--- src/rtl/ttuv_pkg.sv ---
`timescale 1ns / 1ps

package ttuv_pkg;

    // Fixed-point format of positions, texture coordinates and tangents
    localparam int FRAC_BITS = 16;
    localparam int VW = 32;                 // field width
    localparam int DW = VW + 1;             // edge or UV delta
    localparam int PW = 2 * DW;             // signed product of two deltas
    localparam int SW = PW + 2;             // shared subtractor width
    localparam int MW = PW;                 // magnitude of a product difference
    localparam int XW = MW + FRAC_BITS;     // scaled dividend
    localparam int QW = VW;                 // quotient bits produced by the divider
    localparam int HW = XW - QW;            // dividend bits above the quotient bits
    localparam int CW = $clog2(QW);         // divider step counter

    localparam logic [VW-1:0] SAT_POS = {1'b0, {(VW-1){1'b1}}};
    localparam logic [VW-1:0] SAT_NEG = {1'b1, {(VW-1){1'b0}}};

    typedef struct packed {
        logic signed [VW-1:0] pos_x;
        logic signed [VW-1:0] pos_y;
        logic signed [VW-1:0] pos_z;
        logic signed [VW-1:0] tex_u;
        logic signed [VW-1:0] tex_v;
    } vertex_t;

    typedef struct packed {
        logic signed [VW-1:0] tangent_x;
        logic signed [VW-1:0] tangent_y;
        logic signed [VW-1:0] tangent_z;
        logic                 degenerate;
        logic                 clipped;
    } tangent_t;

    // Edge vectors and UV deltas of one triangle
    typedef struct packed {
        logic signed [DW-1:0] e1_x;
        logic signed [DW-1:0] e1_y;
        logic signed [DW-1:0] e1_z;
        logic signed [DW-1:0] e2_x;
        logic signed [DW-1:0] e2_y;
        logic signed [DW-1:0] e2_z;
        logic signed [DW-1:0] du1;
        logic signed [DW-1:0] dv1;
        logic signed [DW-1:0] du2;
        logic signed [DW-1:0] dv2;
    } delta_t;

    typedef struct packed {
        logic start;
        logic take;
    } ctrl_t;

    typedef struct packed {
        logic busy;
        logic res_valid;
    } stat_t;

endpackage

--- src/rtl/ttuv_core.sv ---
`timescale 1ns / 1ps

module ttuv_core (
    input  logic              clk,
    input  logic              rst_n,
    input  ttuv_pkg::ctrl_t   ctrl,
    input  ttuv_pkg::delta_t  delta,
    output ttuv_pkg::stat_t   stat,
    output ttuv_pkg::tangent_t result
);
    import ttuv_pkg::*;

    localparam logic [3:0] ST_IDLE     = 4'd0;
    localparam logic [3:0] ST_DET_A    = 4'd1;
    localparam logic [3:0] ST_DET_B    = 4'd2;
    localparam logic [3:0] ST_DET_S    = 4'd3;
    localparam logic [3:0] ST_DET_M    = 4'd4;
    localparam logic [3:0] ST_NUM_A    = 4'd5;
    localparam logic [3:0] ST_NUM_B    = 4'd6;
    localparam logic [3:0] ST_NUM_S    = 4'd7;
    localparam logic [3:0] ST_NUM_M    = 4'd8;
    localparam logic [3:0] ST_DIV_INIT = 4'd9;
    localparam logic [3:0] ST_DIV      = 4'd10;
    localparam logic [3:0] ST_ROUND    = 4'd11;
    localparam logic [3:0] ST_DONE     = 4'd12;

    localparam logic [1:0] COMP_X = 2'd0;
    localparam logic [1:0] COMP_Y = 2'd1;
    localparam logic [1:0] COMP_Z = 2'd2;

    localparam logic [CW-1:0] CNT_LAST = CW'(QW - 1);

    logic [3:0]           state_reg, state_next;
    logic [1:0]           comp_reg, comp_next;
    logic [CW-1:0]        cnt_reg, cnt_next;
    delta_t               delta_reg, delta_next;
    logic signed [PW-1:0] mul_reg, first_reg;
    logic [SW-1:0]        acc_reg, acc_next;
    logic [MW-1:0]        det_mag_reg, det_mag_next;
    logic                 det_neg_reg, det_neg_next;
    logic [MW-1:0]        num_mag_reg, num_mag_next;
    logic                 num_neg_reg, num_neg_next;
    logic [MW-1:0]        rem_reg, rem_next;
    logic [QW-1:0]        qsh_reg, qsh_next;
    logic [VW-1:0]        tan_reg [3];
    logic [VW-1:0]        tan_next [3];
    logic                 degen_reg, degen_next;
    logic                 clip_reg, clip_next;

    logic signed [DW-1:0] mul_a, mul_b, e1_sel, e2_sel;
    logic signed [PW-1:0] mul_p;
    logic [SW-1:0]        sub_a, sub_b, sub_d;
    logic                 borrow;
    logic [XW-1:0]        x_full;
    logic [HW-1:0]        x_hi;
    logic [QW-1:0]        x_lo;
    logic                 res_neg;
    logic [QW:0]          qr, qr_neg;

    // Select the edge components of the current tangent component
    always_comb
    begin
        case (comp_reg)
            COMP_X:
            begin
                e1_sel = delta_reg.e1_x;
                e2_sel = delta_reg.e2_x;
            end
            COMP_Y:
            begin
                e1_sel = delta_reg.e1_y;
                e2_sel = delta_reg.e2_y;
            end
            default:
            begin
                e1_sel = delta_reg.e1_z;
                e2_sel = delta_reg.e2_z;
            end
        endcase
    end

    // Shared multiplier operands
    always_comb
    begin
        case (state_reg)
            ST_DET_A:
            begin
                mul_a = delta_reg.du1;
                mul_b = delta_reg.dv2;
            end
            ST_DET_B:
            begin
                mul_a = delta_reg.du2;
                mul_b = delta_reg.dv1;
            end
            ST_NUM_A:
            begin
                mul_a = delta_reg.dv2;
                mul_b = e1_sel;
            end
            ST_NUM_B:
            begin
                mul_a = delta_reg.dv1;
                mul_b = e2_sel;
            end
            default:
            begin
                mul_a = '0;
                mul_b = '0;
            end
        endcase
    end

    assign mul_p = mul_a * mul_b;

    // Scaled dividend split into the initial remainder and the bits shifted in
    assign x_full  = {num_mag_reg, {FRAC_BITS{1'b0}}};
    assign x_hi    = x_full[XW-1:QW];
    assign x_lo    = x_full[QW-1:0];
    assign res_neg = num_neg_reg ^ det_neg_reg;

    // Shared subtractor operands
    always_comb
    begin
        case (state_reg)
            ST_DET_S, ST_NUM_S:
            begin
                sub_a = {{2{first_reg[PW-1]}}, first_reg};
                sub_b = {{2{mul_reg[PW-1]}}, mul_reg};
            end
            ST_DET_M, ST_NUM_M:
            begin
                sub_a = acc_reg[SW-1] ? '0 : acc_reg;
                sub_b = acc_reg[SW-1] ? acc_reg : '0;
            end
            ST_DIV_INIT:
            begin
                sub_a = {{(SW-HW){1'b0}}, x_hi};
                sub_b = {{(SW-MW){1'b0}}, det_mag_reg};
            end
            ST_DIV:
            begin
                sub_a = {1'b0, rem_reg, qsh_reg[QW-1]};
                sub_b = {{(SW-MW){1'b0}}, det_mag_reg};
            end
            ST_ROUND:
            begin
                sub_a = {1'b0, rem_reg, 1'b0};
                sub_b = {{(SW-MW){1'b0}}, det_mag_reg};
            end
            default:
            begin
                sub_a = '0;
                sub_b = '0;
            end
        endcase
    end

    assign sub_d  = sub_a - sub_b;
    assign borrow = sub_d[SW-1];

    // Round the quotient magnitude, half away from zero
    assign qr     = {1'b0, qsh_reg} + {{QW{1'b0}}, ~borrow};
    assign qr_neg = ~qr + {{QW{1'b0}}, 1'b1};

    // Sequencer
    always_comb
    begin
        state_next   = state_reg;
        comp_next    = comp_reg;
        cnt_next     = cnt_reg;
        delta_next   = delta_reg;
        acc_next     = acc_reg;
        det_mag_next = det_mag_reg;
        det_neg_next = det_neg_reg;
        num_mag_next = num_mag_reg;
        num_neg_next = num_neg_reg;
        rem_next     = rem_reg;
        qsh_next     = qsh_reg;
        tan_next     = tan_reg;
        degen_next   = degen_reg;
        clip_next    = clip_reg;

        case (state_reg)
            ST_IDLE:
            begin
                if (ctrl.start)
                begin
                    delta_next = delta;
                    degen_next = 1'b0;
                    clip_next  = 1'b0;
                    comp_next  = COMP_X;
                    state_next = ST_DET_A;
                end
            end
            ST_DET_A:
            begin
                state_next = ST_DET_B;
            end
            ST_DET_B:
            begin
                state_next = ST_DET_S;
            end
            ST_DET_S:
            begin
                acc_next   = sub_d;
                state_next = ST_DET_M;
            end
            ST_DET_M:
            begin
                det_mag_next = sub_d[MW-1:0];
                det_neg_next = acc_reg[SW-1];
                if (acc_reg == '0)
                begin
                    tan_next[0] = '0;
                    tan_next[1] = '0;
                    tan_next[2] = '0;
                    degen_next  = 1'b1;
                    state_next  = ST_DONE;
                end
                else
                begin
                    state_next = ST_NUM_A;
                end
            end
            ST_NUM_A:
            begin
                state_next = ST_NUM_B;
            end
            ST_NUM_B:
            begin
                state_next = ST_NUM_S;
            end
            ST_NUM_S:
            begin
                acc_next   = sub_d;
                state_next = ST_NUM_M;
            end
            ST_NUM_M:
            begin
                num_mag_next = sub_d[MW-1:0];
                num_neg_next = acc_reg[SW-1];
                state_next   = ST_DIV_INIT;
            end
            ST_DIV_INIT:
            begin
                if (!borrow)
                begin
                    // quotient needs more than the result width: saturate
                    tan_next[comp_reg] = res_neg ? SAT_NEG : SAT_POS;
                    clip_next          = 1'b1;
                    if (comp_reg == COMP_Z)
                    begin
                        state_next = ST_DONE;
                    end
                    else
                    begin
                        comp_next  = comp_reg + 2'd1;
                        state_next = ST_NUM_A;
                    end
                end
                else
                begin
                    rem_next   = {{(MW-HW){1'b0}}, x_hi};
                    qsh_next   = x_lo;
                    cnt_next   = '0;
                    state_next = ST_DIV;
                end
            end
            ST_DIV:
            begin
                if (!borrow)
                begin
                    rem_next = sub_d[MW-1:0];
                end
                else
                begin
                    rem_next = {rem_reg[MW-2:0], qsh_reg[QW-1]};
                end
                qsh_next = {qsh_reg[QW-2:0], ~borrow};
                cnt_next = cnt_reg + 1'b1;
                if (cnt_reg == CNT_LAST)
                begin
                    state_next = ST_ROUND;
                end
            end
            ST_ROUND:
            begin
                if (res_neg)
                begin
                    if (qr > {1'b0, SAT_NEG})
                    begin
                        tan_next[comp_reg] = SAT_NEG;
                        clip_next          = 1'b1;
                    end
                    else
                    begin
                        tan_next[comp_reg] = qr_neg[VW-1:0];
                    end
                end
                else
                begin
                    if (qr > {1'b0, SAT_POS})
                    begin
                        tan_next[comp_reg] = SAT_POS;
                        clip_next          = 1'b1;
                    end
                    else
                    begin
                        tan_next[comp_reg] = qr[VW-1:0];
                    end
                end
                if (comp_reg == COMP_Z)
                begin
                    state_next = ST_DONE;
                end
                else
                begin
                    comp_next  = comp_reg + 2'd1;
                    state_next = ST_NUM_A;
                end
            end
            ST_DONE:
            begin
                if (ctrl.take)
                begin
                    state_next = ST_IDLE;
                end
            end
            default:
            begin
                state_next = ST_IDLE;
            end
        endcase
    end

    // Hold control state
    always_ff @(posedge clk or negedge rst_n)
    begin
        if (!rst_n)
        begin
            state_reg <= ST_IDLE;
        end
        else
        begin
            state_reg <= state_next;
        end
    end

    // Advance the datapath registers
    always_ff @(posedge clk)
    begin
        mul_reg     <= mul_p;
        first_reg   <= mul_reg;
        comp_reg    <= comp_next;
        cnt_reg     <= cnt_next;
        delta_reg   <= delta_next;
        acc_reg     <= acc_next;
        det_mag_reg <= det_mag_next;
        det_neg_reg <= det_neg_next;
        num_mag_reg <= num_mag_next;
        num_neg_reg <= num_neg_next;
        rem_reg     <= rem_next;
        qsh_reg     <= qsh_next;
        tan_reg     <= tan_next;
        degen_reg   <= degen_next;
        clip_reg    <= clip_next;
    end

    assign stat.busy         = (state_reg != ST_IDLE);
    assign stat.res_valid    = (state_reg == ST_DONE);
    assign result.tangent_x  = tan_reg[0];
    assign result.tangent_y  = tan_reg[1];
    assign result.tangent_z  = tan_reg[2];
    assign result.degenerate = degen_reg;
    assign result.clipped    = clip_reg;

    // The partial remainder stays below the divisor throughout the division
    a_rem_below_div: assert property (@(posedge clk) disable iff (!rst_n)
        state_reg == ST_DIV |-> rem_reg < det_mag_reg)
        else $error("divider remainder not below divisor");

    // The divider runs its full count of steps
    a_div_steps: assert property (@(posedge clk) disable iff (!rst_n)
        (state_reg == ST_DIV && cnt_reg != CNT_LAST) |=> state_reg == ST_DIV)
        else $error("divider left early");

    // A finished result waits unchanged until taken
    a_res_hold: assert property (@(posedge clk) disable iff (!rst_n)
        (stat.res_valid && !ctrl.take) |=> (stat.res_valid && $stable(result)))
        else $error("result dropped or changed before take");

    // A degenerate triangle gives a zero, unclipped tangent
    a_degen_zero: assert property (@(posedge clk) disable iff (!rst_n)
        (stat.res_valid && result.degenerate) |->
        (result.tangent_x == '0 && result.tangent_y == '0 &&
         result.tangent_z == '0 && !result.clipped))
        else $error("degenerate result not zero");

endmodule

--- config.mk ---
export PLATFORM = sky130hd
export DESIGN_NAME = ttuv_core
export DESIGN_NICKNAME = d
export VERILOG_FILES = /design/src/rtl/ttuv_pkg.sv /design/src/rtl/ttuv_core.sv
export SDC_FILE = /design/constraint.sdc
export NUM_CORES = 2
export LEC_CHECK = 0
export BUFFER_PORTS_ARGS = -buffer_cell sky130_fd_sc_hd__buf_2
export CAP_MARGIN = 20
export CELL_PAD_IN_SITES_DETAIL_PLACEMENT = 1
export CELL_PAD_IN_SITES_GLOBAL_PLACEMENT = 1
export CORE_MARGIN = 3
export CORE_UTILIZATION = 40
export CTS_BUF_LIST = sky130_fd_sc_hd__clkbuf_8
export DETAILED_ROUTE_END_ITERATION = 10
export HOLD_SLACK_MARGIN = 0.02
export PLACE_DENSITY = 0.79
export SLEW_MARGIN = 25
export SYNTH_ARGS = -nofsm -noshare
export SYNTH_HDL_FRONTEND = slang
export SYNTH_SLANG_ARGS = --single-unit
--- constraint.sdc ---
create_clock -name clk -period 18.7 [get_ports clk]
set_input_delay 0.935 -clock clk [delete_from_list [all_inputs] [get_ports clk]]
set_output_delay 0.935 -clock clk [all_outputs]
set_load 0.05 [all_outputs]
==> flow_metrics.py <==
metrics = {
    "synthesis": {
        "synth_xor_xnor_area_share": 0.0208,
        "synth-simple-area-share": 0.115,
        "synth_adder_area_share": 0.341,
        "synth_nets": 9392,
        "synthMuxAreaShare": 0.0110,
        "synthCells": 7618,
        "avgSynthCellArea_sq_um": 10.3,
        "synth_flop_cell": "edfxtp_1",
        "yosys.area.top_type_share": 0.294,
        "synth_compound_area_frac": 0.113,
        "syn_area_sq_um": 78200,
        "ys_warn_count": 0,
        "ys_async_sr_fraction": 0.00459,
        "synth_edf_count": 735,
        "yosys.area.top_type": "fa_1",
        "synth_area_leaders": "fa_1 (29%), edfxtp_1 (28%), inv_1 (5.9%), nand2_1 (4.8%), ha_1 (4.7%)",
        "synth_top_family_by_area": "adder cells",
        "seq_area_frac_synth": 0.317,
        "synth_seq_cells": 871,
        "synth_cell_types": 101,
    },
    "worst_setup_path": {
        "crit_path_end_kind": "register",
        "slowest_stage": "fa_1",
        "crit_top_cell": "fa_1",
        "crit_type": "reg -> reg",
        "cp.buffers_inverters": 9,
        "critPathMaxStageDelay_ps": 1020,
        "crit_required_ps": 19450,
        "startpoint_type": "register",
        "critPathMaxFanout": 66,
        "arrival_ps": 12830,
        "cp_top_family": "adder cells",
        "r2r_slack_ps": 6620,
    },
    "sta": {
        "period_minus_slack_ps": 12080,
        "worstMarginPinSlew_ps": 1190,
        "hold_viol_final": 0,
        "finalSetupTns_ps": 0,
        "rsz0062_at_grt": "false",
        "fin_worst_skew_ps": 83.6,
        "fmax_mhz": 82.8,
        "timing.final.crit_share": 0.646,
        "setup_viol": 0,
        "max_slew_margin": 0.208,
        "slew_violations": 0,
    },
    "finish": {
        "final_common_cell": "inv_1",
        "largest_reg_flops": 330,
        "area_growth_syn_to_layout_pct": 10.5,
        "layout_common_cells": "inv_1 (1272), fa_1 (1146), nand2_1 (1003)",
        "drive_above_1_share": 0.110,
        "fin_nets": 9671,
        "utilization": 0.447,
    },
    "placed_design": {
        "port_buffers": 433,
        "dp_hpwl_mm": 208,
        "routabilityCongestion": 0.947,
    },
    "clock_network": {
        "htreeDepth": 4,
        "clock_latency_ps": 920,
        "cts_tree": "yes",
        "cts_root_buffer": "clkbuf_8",
        "cts.clk_slew.worst_paths_ps": 70,
        "post_cts_resized": 0,
        "numCtsBuffers": 147,
        "clock_path_buffers": 3,
        "cts.sinks": 871,
    },
    "route": {
        "wl_mm": 282,
        "wl_per_cell_um": 26.7,
        "drt_pass1_iterations": 8,
        "antenna_left": 0,
        "vias": 61891,
        "drtIter0Drc": 6725,
        "drc_errors": 0,
        "routed_via_density": 5.86,
    },
    "global_route": {
        "grt_pass1_wl_mm": 423,
        "grt_antenna_before_repair": 32,
        "grtUsageTotal": 0.279,
        "grt-ovfl-total": 0,
        "grt_pass1_vias": 68367,
        "grt_max_degree": 172,
    },
    "floorplan": {
        "initial_core_util": 0.404,
        "die_h_um": 448,
        "core_area_sq_um": 193000,
        "die_w_um": 448,
        "dieArea_sq_um": 201000,
        "io_pins": 434,
        "fp-row-count": 161,
    },
    "hold_path": {
        "hp-class": "in -> reg",
    },
    "flow_run": {
        "drv_cap": 0,
    },
    "outcome": {
        "status": "finished, final reports clean",
    },
}
==> kinds of logic after synthesis <==
family	after synthesis
AND/OR/NAND/NOR	2076
buffers and inverters	1669
adder cells (fa/ha/maj)	1440
AO/OA/AOI/OAI	1291
flip-flops	871
XOR/XNOR	186
multiplexers	85
==> per-stage QoR <==
stage	setup WS (ps)	cell area [sq um]	hold slack (ps)	instances
floorplan	3180	78200	332	7618
global route	6070	86400	136	10563
detailed placement	6830	83100	343	10270
CTS	6750	86200	107	10536
finish	6620	86400	187	10566
global placement	6970	83100	338	10270
==> what timing repair did <==
item | in CTS | in global routing
setup buffers | 0 | 0
hold buffers | 1 | 0
hold endpoints to repair | 4 | 0
==> final timing paths <==
path                            cells after the start                      from                       end
max in group asynchronous                           2                     rst_n  state_reg[1]$_DFFE_PN0P_
worst max-delay path                               35  state_reg[3]$_DFFE_PN0P_       mul_reg[65]$_DFF_P_
min in group asynchronous                           2                     rst_n  state_reg[0]$_DFFE_PN0P_
worst min register to register                      0       mul_reg[11]$_DFF_P_     first_reg[11]$_DFF_P_
worst min-delay path                                1                 delta[26]   delta_reg[26]$_DFFE_PP_
worst max register to register                     35  state_reg[3]$_DFFE_PN0P_       mul_reg[65]$_DFF_P_
==> synthesized netlist by cell type, types with 18 or more instances <==
| cell | instances |
|---|---|
| o21a_1 | 21 |
| buf_2 | 21 |
| a21oi_1 | 251 |
| a22o_1 | 85 |
| o21bai_1 | 24 |
| a221o_1 | 66 |
| a31oi_1 | 39 |
| o211ai_1 | 29 |
| nand3_1 | 81 |
| nor4_1 | 33 |
| nor2_1 | 598 |
| or4_1 | 18 |
| fa_1 | 1146 |
| or2_2 | 20 |
| a211oi_1 | 29 |
| nand2b_1 | 32 |
| and3_1 | 37 |
| a222oi_1 | 83 |
| mux2i_1 | 83 |
| a221oi_1 | 21 |
| o21ai_0 | 324 |
| buf_1 | 19 |
| and2_1 | 93 |
| edfxtp_1 | 735 |
| clkbuf_1 | 378 |
| inv_1 | 1234 |
| dfxtp_1 | 132 |
| o22ai_1 | 18 |
| a21o_1 | 101 |
| nand2_1 | 1006 |
| xnor2_1 | 119 |
| a22oi_1 | 77 |
| xor2_1 | 67 |
| ha_1 | 294 |
| nand4_1 | 39 |
| nor2b_1 | 31 |
| nor3_1 | 30 |
| a311oi_1 | 19 |
==> cell type report <==
class,count,area [sq um]
tap,2526,3160
timing repair buffer,563,3210
multi-input combinational,5078,47300
clock inverter,98,846
antenna,27,67.6
sequential,871,24800
fill,21567,107000
clock buffer,167,2300
inverter,1236,4650
==> per-layer routing <==
metal | GRT usage | wire, um | up-vias
li1 | - | - | 25630
met3 | 0.0607 | 26500 | 828
met1 | 0.351 | 108000 | 32055
met4 | 0.141 | 16000 | 4
met5 | 0 | 21 | -
met2 | 0.454 | 132000 | 3374
Power is not shown: default switching activity piles up to over one toggle a cycle in this logic, so the estimate is an artifact.
